## config.mk

```make
export PLATFORM = sky130hd
export DESIGN_NAME = fsd_cfg
export DESIGN_NICKNAME = d
export VERILOG_FILES = /design/src/design/fsd_pkg.sv /design/src/design/fsd_cfg.sv
export SDC_FILE = /design/constraint.sdc
export NUM_CORES = 1
export LEC_CHECK = 0
export BUFFER_PORTS_ARGS = -buffer_cell sky130_fd_sc_hd__buf_2
export CAP_MARGIN = 30
export CELL_PAD_IN_SITES_DETAIL_PLACEMENT = 1
export CELL_PAD_IN_SITES_GLOBAL_PLACEMENT = 1
export CORE_ASPECT_RATIO = 1.75
export CORE_MARGIN = 2
export CORE_UTILIZATION = 40
export CTS_CLUSTER_SIZE = 30
export DETAILED_ROUTE_END_ITERATION = 7
export PLACE_DENSITY_LB_ADDON = 0.12
export SYNTH_ARGS = -nofsm -noshare
export SYNTH_HDL_FRONTEND = slang
export SYNTH_SLANG_ARGS = --single-unit
export TNS_END_PERCENT = 50
```

## constraint.sdc

```tcl
create_clock -name clk_i -period 1.9 [get_ports clk_i]
set_input_delay 0.19 -clock clk_i [delete_from_list [all_inputs] [get_ports clk_i]]
set_output_delay 0.19 -clock clk_i [all_outputs]
set_load 0.01 [all_outputs]
```

## src/design/fsd_pkg.sv

```systemverilog
// Shared types, constants and helper functions for the sensor fusion motor drive.
// No dependencies; every other file imports this package.
package fsd_pkg;

  // Q8.16 word and field widths.
  localparam int unsigned QW     = 24;
  localparam int unsigned GW     = 16;
  localparam int unsigned S1W    = 23;
  localparam int unsigned MOTW   = 18;
  localparam int unsigned FRAC_W = 16;

  // APB register file geometry.
  localparam int unsigned ADDR_W = 5;
  localparam int unsigned DATA_W = 32;

  // Iterative unit sizing.
  localparam int unsigned ROOT_W    = 20;  // bits of floor(sqrt(sample_one << 16))
  localparam int unsigned SQ_STEPS  = 20;  // one root bit per step
  localparam int unsigned DIV_W     = 42;  // |numerator| << 16
  localparam int unsigned DIV_STEPS = 42;  // one quotient bit per step
  localparam int unsigned CW        = 25;  // compare/subtract width
  localparam int unsigned CNT_W     = 6;

  // Shared multiplier operands and product.
  localparam int unsigned MA_W = 22;
  localparam int unsigned MB_W = 25;
  localparam int unsigned PW   = MA_W + MB_W;

  // floor(x / 3) for x < 2^21 is (x * ceil(2^21 / 3)) >> 21.
  localparam logic signed [MB_W-1:0] DIV3_RECIP = 25'sd699051;
  localparam int unsigned DIV3_SHIFT = 21;

  localparam logic signed [47:0] THREE_Q = 48'sd196608;
  localparam logic signed [QW-1:0] ONE_Q     = 24'sd65536;
  localparam logic signed [QW-1:0] NEG_ONE_Q = -24'sd65536;

  typedef logic signed [QW-1:0]   q_t;
  typedef logic signed [GW-1:0]   gain_t;
  typedef logic [S1W-1:0]         s1_t;
  typedef logic signed [MOTW-1:0] motor_t;

  typedef struct packed {
    gain_t gain_one;
    q_t    offset_one;
    gain_t gain_two;
    q_t    offset_two;
    gain_t gain_three;
    q_t    offset_three;
  } cfg_t;

  typedef enum logic [2:0] {
    REG_GAIN_ONE     = 3'd0,
    REG_OFFSET_ONE   = 3'd1,
    REG_GAIN_TWO     = 3'd2,
    REG_OFFSET_TWO   = 3'd3,
    REG_GAIN_THREE   = 3'd4,
    REG_OFFSET_THREE = 3'd5
  } reg_idx_e;

  typedef enum logic [3:0] {
    ST_IDLE,
    ST_SQRT,
    ST_DIV3,
    ST_ROOT,
    ST_SCALE,
    ST_NUM,
    ST_DIV,
    ST_FUSE,
    ST_DONE
  } state_e;

  // Saturate a wide signed value to the Q8.16 range.
  function automatic q_t sat_q(input logic signed [47:0] v);
    logic signed [47:0] hi;
    logic signed [47:0] lo;
    hi = 48'sd8388607;
    lo = -48'sd8388608;
    if (v > hi) begin
      return 24'sh7FFFFF;
    end else if (v < lo) begin
      return 24'sh800000;
    end else begin
      return v[QW-1:0];
    end
  endfunction

endpackage

```

## src/design/fsd_cfg.sv

```systemverilog
// APB-style register file holding the three gains and three offsets.
// Depends on fsd_pkg for the register codes and the cfg_t bundle.
module fsd_cfg (
  input  logic                      clk_i,
  input  logic                      rst_ni,
  input  logic                      psel,
  input  logic                      penable,
  input  logic                      pwrite,
  input  logic [fsd_pkg::ADDR_W-1:0] paddr,
  input  logic [fsd_pkg::DATA_W-1:0] pwdata,
  output logic [fsd_pkg::DATA_W-1:0] prdata,
  output logic                      pready,
  output fsd_pkg::cfg_t             cfg_o
);
  import fsd_pkg::*;

  cfg_t     cfg_q;
  reg_idx_e idx;
  logic     wr_en;

  assign pready = 1'b1;
  assign idx    = reg_idx_e'(paddr[ADDR_W-1:2]);
  assign wr_en  = psel & penable & pwrite & pready;
  assign cfg_o  = cfg_q;

  // Register writes; out-of-range indexes are dropped.
  always_ff @(posedge clk_i or negedge rst_ni) begin
    if (!rst_ni) begin
      cfg_q.gain_one     <= 16'sd11059;
      cfg_q.offset_one   <= 24'sd65536;
      cfg_q.gain_two     <= 16'sd2867;
      cfg_q.offset_two   <= -24'sd32768;
      cfg_q.gain_three   <= 16'sd4096;
      cfg_q.offset_three <= 24'sd13107;
    end else if (wr_en) begin
      case (idx)
        REG_GAIN_ONE:     cfg_q.gain_one     <= pwdata[GW-1:0];
        REG_OFFSET_ONE:   cfg_q.offset_one   <= pwdata[QW-1:0];
        REG_GAIN_TWO:     cfg_q.gain_two     <= pwdata[GW-1:0];
        REG_OFFSET_TWO:   cfg_q.offset_two   <= pwdata[QW-1:0];
        REG_GAIN_THREE:   cfg_q.gain_three   <= pwdata[GW-1:0];
        REG_OFFSET_THREE: cfg_q.offset_three <= pwdata[QW-1:0];
        default: ;
      endcase
    end
  end

  // Read back, sign extended to the bus width.
  always_comb begin
    case (idx)
      REG_GAIN_ONE:     prdata = {{(DATA_W-GW){cfg_q.gain_one[GW-1]}}, cfg_q.gain_one};
      REG_OFFSET_ONE:   prdata = {{(DATA_W-QW){cfg_q.offset_one[QW-1]}}, cfg_q.offset_one};
      REG_GAIN_TWO:     prdata = {{(DATA_W-GW){cfg_q.gain_two[GW-1]}}, cfg_q.gain_two};
      REG_OFFSET_TWO:   prdata = {{(DATA_W-QW){cfg_q.offset_two[QW-1]}}, cfg_q.offset_two};
      REG_GAIN_THREE:   prdata = {{(DATA_W-GW){cfg_q.gain_three[GW-1]}}, cfg_q.gain_three};
      REG_OFFSET_THREE: prdata = {{(DATA_W-QW){cfg_q.offset_three[QW-1]}},
                                  cfg_q.offset_three};
      default:          prdata = '0;
    endcase
  end

endmodule

```

# Word level (Yosys, flattened, before mapping)
# Index checks and enable logic that the tools add are counted.
[totals]
regBits = 120
inputBits = 42
output_inout_bits = 153
[classes]
n_eq_ne = 5
n_mux = 1
bitwise_logic = 2
n_reduce_logical = 7
[op_table]
columns = ["op", "n"]
rows = [
  ["$pmux 32 s6", 1],
  ["$reduce_and 2->1", 6],
  ["$eq 3x2->1 const B", 2],
  ["$eq 3x3->1 const B", 2],
  ["$eq 3x1->1 const B", 1],
  ["$logic_not 3->1", 1],
  ["$and 1x1->1", 2],
]

# Logic depth before layout (Yosys ltp)
# Gate-level depths: netlist (run 1).
[logic_depth]
depth_word = 3
mapped_depth = 6

# Least setup slack after synthesis (run 1)
# No wires, ideal clock.
[synth_timing]
path_type = "in2out"
start = "input port paddr[4] (netlist name)"
end = "output port prdata[24] (netlist name)"
t_arrival_ns = 1.489
slack_ns = 0.221
cell_stages = 4
n_path_buf = 3
path_cell_list = "buf_2 > buf_2 > mux4_2 > buf_4"
[synth_via]
elab_chain_len = 2
elab_cells_between_ends = 7
[synth_rtl]
columns = ["item", "line_no", "source"]
rows = [
  ["start, declared", "fsd_cfg.sv:9", "input logic [fsd_pkg::ADDR_W-1:0] paddr,"],
  ["$eq 3x3->1, or another cell as far along", "fsd_cfg.sv:50", "case (idx)"],
  ["$pmux 32 s6 *", "fsd_cfg.sv:50", ""],
  ["end, declared", "fsd_cfg.sv:11", "output logic [fsd_pkg::DATA_W-1:0] prdata,"],
]
# Every way passes the cells marked *; elsewhere a longest branch is shown, timed or not.

# Final worst setup path (run 1)
[layout_timing]
start = "register cfg_q, in the netlist cfg_o[119]"
end = "output port prdata[26] (netlist name)"
[layout_via]
elab_chain_len = 1
[layout_rtl]
columns = ["item", "line_no", "source"]
rows = [
  ["start, declared", "fsd_cfg.sv:17", "cfg_t cfg_q;"],
  ["$pmux 32 s6", "fsd_cfg.sv:50", ""],
]
# No other way between the ends.

==> results.cfg, run 1 <==
[run_status]
status = finished, violations left
violations = setup timing

[synthesis]
synth_top_cell_area_share_pct = 36.7
yosys-top-cells-area = dfrtp_1 (37%), mux2_2 (27%), dfstp_2 (15%)
synth-seq-cells = 120
yosysWarnings = 0
syn-cell-area_mm2 = 0.00587
yosysSeqAreaShare_pct = 51.9
netlist_instances = 406
avgSynthCellArea_um2 = 14.4
yosysTopAreaCell = dfrtp_1
synth.distinct_cells = 34
synth.net_count = 448

[global_routing]
use_met3_pct = 6.15
grt_first_pass_wirelength_mm = 26.8
grt_antenna_before_repair = 1
grt_usage_pct = 23.0
grt-ovfl-total = 0
grt_pass1_vias = 4615
grt_max_degree = 44
met2_usage_pct = 40.8
grt.busiest_layer = met2
gr-usage-met1_pct = 27.0

[clocking]
cts_sinks = 120
insertion_delay_ns = 0.40
path_clk_slew_ns = 0.05
cts_tree = yes
htree_levels = 4
clockBufferDepth = 2
cts_setup_buffers = 0
cts_root_buffer = clkbuf_16
cts_buffers = 17

[job]
drv_cap = 0

[layout]
fin_cells = 798
fillCellCount = 1527
drive_gt1_share_pct = 71.2
largest_reg_flops = 120
area_growth_pct = 32.1
nets = 647
final_util_pct = 53.9

[timing]
setup_ws_ns = -0.158
hold_viol = 0
finalSetupTns_ns = -2.05
setup_viol = 17
whs_ns = 0.0451
clock_skew_ns = 0
min_period_over_period_pct = 108
finalMaxSlewViolations = 0
post-route-min-period_ns = 2.06
fmax_mhz = 486
worst_pin_slew_ns = 0.647
slew_headroom_pct = 56.8
rsz0062_at_grt = true

[route]
drc_errors = 0
final_antenna_net_count = 0
num_vias = 4236
wl_mm = 17.5
drtIter0Drc = 117
via_per_inst = 5.31
wire_per_inst_um = 21.9
first_pass_iters = 4

[power_and_ir_drop]
peakVddDrop_v = 0.000736
power_density_mw_per_mm2 = 1140
power.total_w = 0.00881
p_leak_nw = 3.76

[floorplanning]
die_h_um = 164
fp.dieArea_mm2 = 0.0157
initial_core_util_pct = 40.8
io_pins = 195
core_mm2 = 0.0144
std_cell_rows = 58
fp.dieW_um = 95.5

[worst_setup_path]
cp.arrival_ns = 1.87
end_kind = output port
path_class = reg -> out
startpoint_type = register
worstPathRequired_ns = 1.71
critPathMaxFanout = 5
r2r_cells = 1

[min_path]
worstHoldPathCells = 2
hold_class = in -> reg

[placed_design]
numPortBuffers = 183
gp_congestion = 0.742
hpwl_mm = 12.4
place_inst = 763
-- area by class of cell --
class | instances | area, µm² | area share (%)
Inverter | 2 | 7.51 | 0.0969
Timing Repair Buffer | 213 | 1300 | 16.7
Sequential cell | 120 | 3050 | 39.3
Clock inverter | 8 | 72.6 | 0.937
Multi-Input combinational cell | 251 | 2610 | 33.7
Antenna cell | 1 | 2.50 | 0.0323
Tap cell | 180 | 225 | 2.91
Clock buffer | 23 | 488 | 6.30
-- cells in the mapped netlist --
master    count
a221o_1       3
mux2_2      142
a22oi_1       2
nor2b_1      12
a311o_1       1
a31oi_1       1
dfrtp_1      86
nand2b_1      2
buf_6         4
a211oi_1      1
clkinv_1      1
and3b_1       2
clkbuf_1      1
mux2_1        2
buf_2        12
o221ai_1      8
o22ai_1       2
nand3_1       9
mux2i_1      22
nand4_2       1
nor3b_1       2
conb_1        1
nor3_4        2
nand4b_4      1
nand2_1       5
a21oi_1       5
a221oi_1      1
mux4_2        9
o21ai_0       3
dfstp_2      34
buf_4        18
inv_1         1
nor2_1        6
nor2_4        4
-- critical path: stages (launching register included) --
cell and delay, ns:
dfrtp_2 0.45, mux2_4 0.33, mux4_2 0.51, buf_2 0.17
-- layer usage --
metal	vias up	share of wire, %
met4	0	0.90
met2	137	55
met1	2186	38
met5	-	0
met3	13	5.7
li1	1900	-
-- cell families after synthesis --
kind of cell	share of synthesized area, %
compound gates	3.41
buf+inv	4.29
flops	51.9
mux	34.9
other cells	0.0639
simple gates	5.46
-- path summary, 6_finish.rpt --
check,startpoint,to,slack [ns]
min,pwdata[21],cfg_o[101]$_DFFE_PN0P_,0.05
max reg2reg,cfg_o[119]$_DFFE_PN0P_,cfg_o[119]$_DFFE_PN0P_,1.04
min in group asynchronous,rst_ni,cfg_o[21]$_DFFE_PN0P_,0.35
max in group asynchronous,rst_ni,cfg_o[63]$_DFFE_PN1P_,0.91
max,cfg_o[119]$_DFFE_PN0P_,prdata[26],-0.16
min reg2reg,cfg_o[87]$_DFFE_PN0P_,cfg_o[87]$_DFFE_PN0P_,0.52
-- cell usage in the layout (no fill, tap or decap), drive strengths merged, types with 2 or more instances in the layout --
cell / netlist / routed
buf: 34 / 212
mux2: 144 / 145
dfrtp: 86 / 86
dfstp: 34 / 34
clkbuf: 1 / 23
mux2i: 22 / 22
nor2b: 12 / 12
mux4: 9 / 10
nor2: 10 / 10
nand3: 9 / 9
o221ai: 8 / 8
nand2: 5 / 5
a21oi: 5 / 5
clkinv: 1 / 5
o21ai: 3 / 3
a221o: 3 / 3
clkinvlp: 0 / 3
nand2b: 2 / 2
and3b: 2 / 2
nor3b: 2 / 2
a22oi: 2 / 2
o22ai: 2 / 2
nor3: 2 / 2
-- where the power goes --
group	switching, W	internal, W
logic	0.00105	0.00114
clock network	0.00112	0.00192
registers	0.000407	0.00317
total	0.00258	0.00623
-- timing repair --
action,in CTS,in global routing
gates cloned,1,1
hold buffers,1,0
resized for setup,4,5
setup endpoints to repair,17,17
endpoints found under the hold margin,31,0
-- through the flow --
step                      worst slack (ns)  cell area, µm²
after floorplan                      0.221            5870
after global placement              0.0600            7110
after detailed placement           -0.0225            7110
after CTS                           -0.176            7710
after global routing                -0.209            7750
final                               -0.158            7750
Note: power is estimated with default switching activity, not from simulation.
==> inputs of run 2 (changes only) <==
- CORE_UTILIZATION: 40 -> 44
- clock period: 1.9 -> 2.6 ns (I/O delays scaled with it)
==> run 2 against run 1 <==
  * The run now ends clean
  * Critical path depth unchanged
  * Register-to-register slack better by 0.75 ns
  * Design area down 2.6%
  * First-iteration DRC count down 7.7%
  * Worst setup slack better by 0.50 ns
  * Count of clock-buffer cells in the layout up 1
  * Sequential power down 27%
  * Sequential share of layout area up 1.0 points
  * Cell count down 2.5%
  * Via count down 0.90%
  * Utilization up 4.1 points
  * Global-route usage up 1.7 points
  * Largest cell class unchanged
  * Largest power group unchanged
==> results.cfg, run 2 (synthesis gave the netlist of run 1 again) <==
[floorplanning]
core_mm2 = 0.0130
initial_core_util_pct = 45.1
std_cell_rows = 55
fp.dieW_um = 91.3
die_h_um = 157
fp.dieArea_mm2 = 0.0143
io_pins = 195

[layout]
largest_reg_flops = 120
nets = 636
diodes = 0
postLayoutCellArea_mm2 = 0.00754
final_cell_mix = buf_2 (182), mux2_2 (142), dfrtp_1 (86)
area_growth_pct = 28.6
drive_gt1_share_pct = 69.9
final_common_cell = buf_2

[route]
via_per_inst = 5.40
drtIter0Drc = 108
wire_per_inst_um = 21.5
wl_mm = 16.8
num_vias = 4198
drc_errors = 0
final_antenna_net_count = 0
first_pass_iters = 4

[power_and_ir_drop]
power.total_w = 0.00637
seqPwrFrac_pct = 40.8
peakVddDrop_v = 0.000594
p_leak_nw = 3.68
p_comb_share_pct = 24.5
switching_share_pct = 29.4
power_density_mw_per_mm2 = 844
pwr-share-clk_pct = 34.7
switching_power_w = 0.00187
p_int_w = 0.00449

[timing]
finalMaxSlewViolations = 0
hold_viol = 0
rsz0062_at_grt = false
slew_headroom_pct = 41.2
post-route-min-period_ns = 2.26
min_period_over_period_pct = 87.0
finalSetupTns_ns = 0
worst_pin_slew_ns = 0.881
clock_skew_ns = 0
setup_viol = 0
fmax_mhz = 442

[global_routing]
grt-ovfl-total = 0
grt_first_pass_wirelength_mm = 26.8
grt_max_degree = 67
grt_antenna_before_repair = 0
grt_usage_pct = 24.7
grt_pass1_vias = 4685

[worst_setup_path]
startpoint_type = register
path_cells = nor2b_1 > mux4_2 > buf_2
crit_slowest_cell = nor2b_1
max_stage_delay_ns = 0.60
end_kind = output port
cp.arrival_ns = 2.00
critPathTopFamily = simple AND/OR/NAND/NOR gates
worstPathRequired_ns = 2.34
path_class = reg -> out
path_buf_inv = 1
critPathMaxFanout = 9

[clocking]
cts_root_buffer = clkbuf_16
cts.repair.resized = 0
cts_buffers = 17
cts_tree = yes
cts_setup_buffers = 0
insertion_delay_ns = 0.41
path_clk_slew_ns = 0.06
hold_buffers = 1
htree_levels = 4
cts_sinks = 120
clockBufferDepth = 2

[placed_design]
hpwl_mm = 12.0
gp_congestion = 0.774
place_area_mm2 = 0.00698
numPortBuffers = 183

[min_path]
hold_class = in -> reg

[job]
drv_cap = 0

[run_status]
status = complete, no violations
run 2: cell count changes in the layout (fill, tap and decap cells not counted), moves of 2 or more:
cell / previous run / this run
buf_12: 10 / 6
buf_2: 178 / 182
buf_4: 20 / 15
buf_6: 4 / 0
clkbuf_1: 2 / 4
dfrtp_1: 84 / 86
dfrtp_2: 2 / 0
run 2: through the flow:
stage	setup slack, ns	cells	hold slack, ns	utilization (%)
final	0.337	778	0.104	58.0
after floorplan	0.781	406	-0.0356	-
after global placement	0.441	745	0.414	53.7
after global routing	0.199	778	0.104	58.0
after detailed placement	0.414	745	0.429	53.7
after CTS	0.295	778	0.0871	58.0
run 2: per-layer routing:
| metal | routed length, µm | part of all wire (%) | vias to the layer above | track usage (%) |
|---|---|---|---|---|
| met2 | 9290 | 55 | 147 | 45.7 |
| met3 | 854 | 5.1 | 17 | 5.54 |
| met5 | 0 | 0 | - | 0 |
| li1 | - | - | 1867 | - |
| met1 | 6330 | 38 | 2167 | 27.4 |
| met4 | 282 | 1.7 | 0 | 9.38 |
run 2: final timing paths:
check / slack, ns / endpoint / cells past startpoint / start
min in group asynchronous: 0.50 / cfg_o[41]$_DFFE_PN0P_ / 2 / rst_ni
max in group asynchronous: 1.34 / cfg_o[8]$_DFFE_PN1P_ / 3 / rst_ni
max reg2reg: 1.79 / cfg_o[24]$_DFFE_PN0P_ / 1 / cfg_o[24]$_DFFE_PN0P_
min: 0.10 / cfg_o[22]$_DFFE_PN0P_ / 2 / pwdata[22]
min reg2reg: 0.53 / cfg_o[23]$_DFFE_PN0P_ / 1 / cfg_o[23]$_DFFE_PN0P_
max: 0.34 / prdata[27] / 3 / cfg_o[39]$_DFFE_PN0P_
run 2: power groups by stage:
stage               Clock, W  Sequential, W  Combinational (W)
floorplan                  0        0.00275           0.000728
global route         0.00233        0.00266            0.00169
detailed placement         0        0.00263            0.00158
CTS                  0.00225        0.00261            0.00159
finish               0.00221        0.00260            0.00156
global placement           0        0.00261            0.00154
run 2: cell type report:
type / count / area [µm²]
repair buffers: 204 / 1150
inverters: 2 / 7.51
flip-flops and latches: 120 / 3050
clock buffers: 24 / 482
well taps: 171 / 214
multi-input cells: 249 / 2570
clock inverters: 8 / 72.6
fillers: 1362 / 5460
==> inputs of run 3 (changes only) <==
- ABC_AREA: not set -> 1
- BUFFER_PORTS_ARGS: -buffer_cell sky130_fd_sc_hd__buf_2 -> -buffer_cell sky130_fd_sc_hd__buf_4
- CORE_UTILIZATION: 44 -> 40
- PLACE_DENSITY: not set -> 0.94
- PLACE_DENSITY_LB_ADDON: 0.12 -> not set
==> run 3 against run 2 <==
  * Worst setup slack better by 0.23 ns
  * Total power grew 6.5%
  * Design area rose by 9.4%
  * Synthesized cell count is 97% higher
  * Sequential share of layout area fell by 3.5 points
  * Critical path type is now in -> out
  * Critical endpoint is now prdata[7]
  * Largest cell class unchanged
==> results.cfg, run 3 <==
[layout]
fin_cells = 1155
fillCellCount = 1889
drive_gt1_share_pct = 30.0
postLayoutCellArea_mm2 = 0.00825
area_growth_pct = 32.1
final_common_cell = nand2_1
diodes = 0
final_cell_mix = nand2_1 (267), buf_4 (199), dfrtp_1 (86)
largest_reg_flops = 120
nets = 998
multiInputGateArea_mm2 = 0.00259
regArea_mm2 = 0.00305

[global_routing]
grt_antenna_before_repair = 0
grt_max_degree = 67
gr-usage-met1_pct = 29.4
grt-ovfl-total = 0
met2_usage_pct = 55.2
grt.busiest_layer = met2
grt_usage_pct = 30.3
use_met3_pct = 5.19
grt_first_pass_wirelength_mm = 38.7
grt_pass1_vias = 7020

[run_status]
status = complete, no violations

[synthesis]
async_flop_share_pct = 100
synth_compound_area_share_pct = 9.85
synth-simple-area-share_pct = 31.6
yosysSeqAreaShare_pct = 48.7
netlist_top_cells_count = nand2_1 (267), dfrtp_1 (86), o21ai_0 (84)
postSynth.topFlopCell = dfrtp_1
synth_xor_area_share_pct = 0
synth.net_count = 843
yosys-top-cells-area = dfrtp_1 (34%), nand2_1 (16%), dfstp_2 (14%)
synth.distinct_cells = 25
syn-cell-area_mm2 = 0.00625
avgSynthCellArea_um2 = 7.80
synth_edf_count = 0
yosysWarnings = 0
synth_top_family_by_area = simple AND/OR/NAND/NOR gates
synth.area.mux_share_pct = 0
netlist_instances = 801
synth-seq-cells = 120
synth_top_cell_area_share_pct = 34.4
synthAdderAreaFrac_pct = 0
yosysMostFrequentCell = nand2_1
yosysTopAreaCell = dfrtp_1

[floorplanning]
std_cell_rows = 60
fp.dieArea_mm2 = 0.0167
die_h_um = 169
initial_core_util_pct = 40.8
fp.dieW_um = 98.5
io_pins = 195
core_mm2 = 0.0153

[placed_design]
hpwl_mm = 17.9
pre_cts_ws_ns = 0.483
place_area_mm2 = 0.00764
gp_congestion = 0.842
numPortBuffers = 183
place_inst = 1122

[power_and_ir_drop]
peakVddDrop_v = 0.000476
power.total_w = 0.00678
p_leak_nw = 4.40
power_density_mw_per_mm2 = 822

[timing]
setup_viol = 0
fmax_mhz = 493
setup_ws_ns = 0.570
post-route-min-period_ns = 2.03
min_period_over_period_pct = 78.1
hold_viol = 0
finalMaxSlewViolations = 0
clock_skew_ns = 0
rsz0062_at_grt = false
worst_pin_slew_ns = 0.724
slew_headroom_pct = 51.7
finalSetupTns_ns = 0

[worst_setup_path]
end_kind = output port
cp.arrival_ns = 1.77
rrSetupSlack_ns = 1.77
r2r-start = cfg_o[64]$_DFFE_PN1P_
r2r_cells = 2
path_class = in -> out
path_cells = buf_4 > nor2_4 > nand2_2 > nor2_1 > nor2_1 > nand2_1 > buf_4
max_stage_delay_ns = 0.41
r2r-end = cfg_o[64]$_DFFE_PN1P_
worstPathRequired_ns = 2.34
startpoint_type = input port
critPathLaunch = paddr[2]
crit_slowest_cell = nand2_2
critPathMaxFanout = 38
crit_end = prdata[7]

[clocking]
path_clk_slew_ns = 0.06
cts_buffers = 17
htree_levels = 4
insertion_delay_ns = 0.42
cts.repair.resized = 0
cts_tree = yes
cts_root_buffer = clkbuf_16
cts_sinks = 120
clockBufferDepth = 2

[route]
drc_errors = 0
via_per_inst = 5.66
first_pass_iters = 5
wl_mm = 25.1
num_vias = 6538
drtIter0Drc = 384
wire_per_inst_um = 21.7
final_antenna_net_count = 0

[min_path]
hold_class = in -> reg

[job]
drv_cap = 0
==> run 3: worst min-delay path by stage <==
stage / start / endpoint / slack (ns) / cells after the start
finish: pwdata[20] / cfg_o[20]$_DFFE_PN0P_ / 0.07 / 3
detailed placement: rst_ni / cfg_o[21]$_DFFE_PN0P_ / 0.21 / 1
global route: pwdata[22] / cfg_o[62]$_DFFE_PN1P_ / 0.08 / 3
global placement: rst_ni / cfg_o[17]$_DFFE_PN0P_ / 0.20 / 1
floorplan: rst_ni / cfg_o[100]$_DFFE_PN0P_ / -0.04 / 0
CTS: pwdata[20] / cfg_o[20]$_DFFE_PN0P_ / 0.06 / 3
==> run 3: what timing repair did <==
action | CTS | global route
buffers inserted | 0 | 0
hold buffers | 1 | 0
hold endpoints to repair | 19 | 0
==> run 3: worst max-delay path, delay by kind of cell <==
family                 cells  cell delay, ns
buffers and inverters      2            0.52
AND/OR/NAND/NOR            5            0.97
==> run 3: final cells by class <==
class	instances	share of cell area (%)
inverter	55	2.56
sequential	120	36.9
timing repair buffer	203	18.9
clock buffer	20	5.65
tap	186	2.82
clock inverter	12	1.71
multi-input combinational	559	31.4
==> run 3: cells by family (layout without fill, tap and decap cells) <==
kind of cell,Yosys count,count (layout)
and+or+nand+nor,438,438
buffers and inverters,122,290
AOI/OAI and AO/OA,120,120
DFF,120,120
other,1,1
==> run 3: report_power, final <==
group	internal [W]	switching [W]	leakage, nW
registers	0.00230	0.000328	1.46
clock network	0.00150	0.000921	0.281
logic	0.000772	0.000962	2.66
==> run 3: routing by layer <==
metal | wire length (µm) | share of wire [%]
met5 | 0 | 0
met4 | 2320 | 9.3
met3 | 1250 | 5.0
met2 | 13300 | 53
met1 | 8210 | 33
==> run 3: through the flow <==
stage               util, %  hold slack, ns
finish                 53.9          0.0696
floorplan                 -         -0.0356
global placement       49.9           0.201
detailed placement     49.9           0.206
global route           53.9          0.0752
CTS                    53.9          0.0618
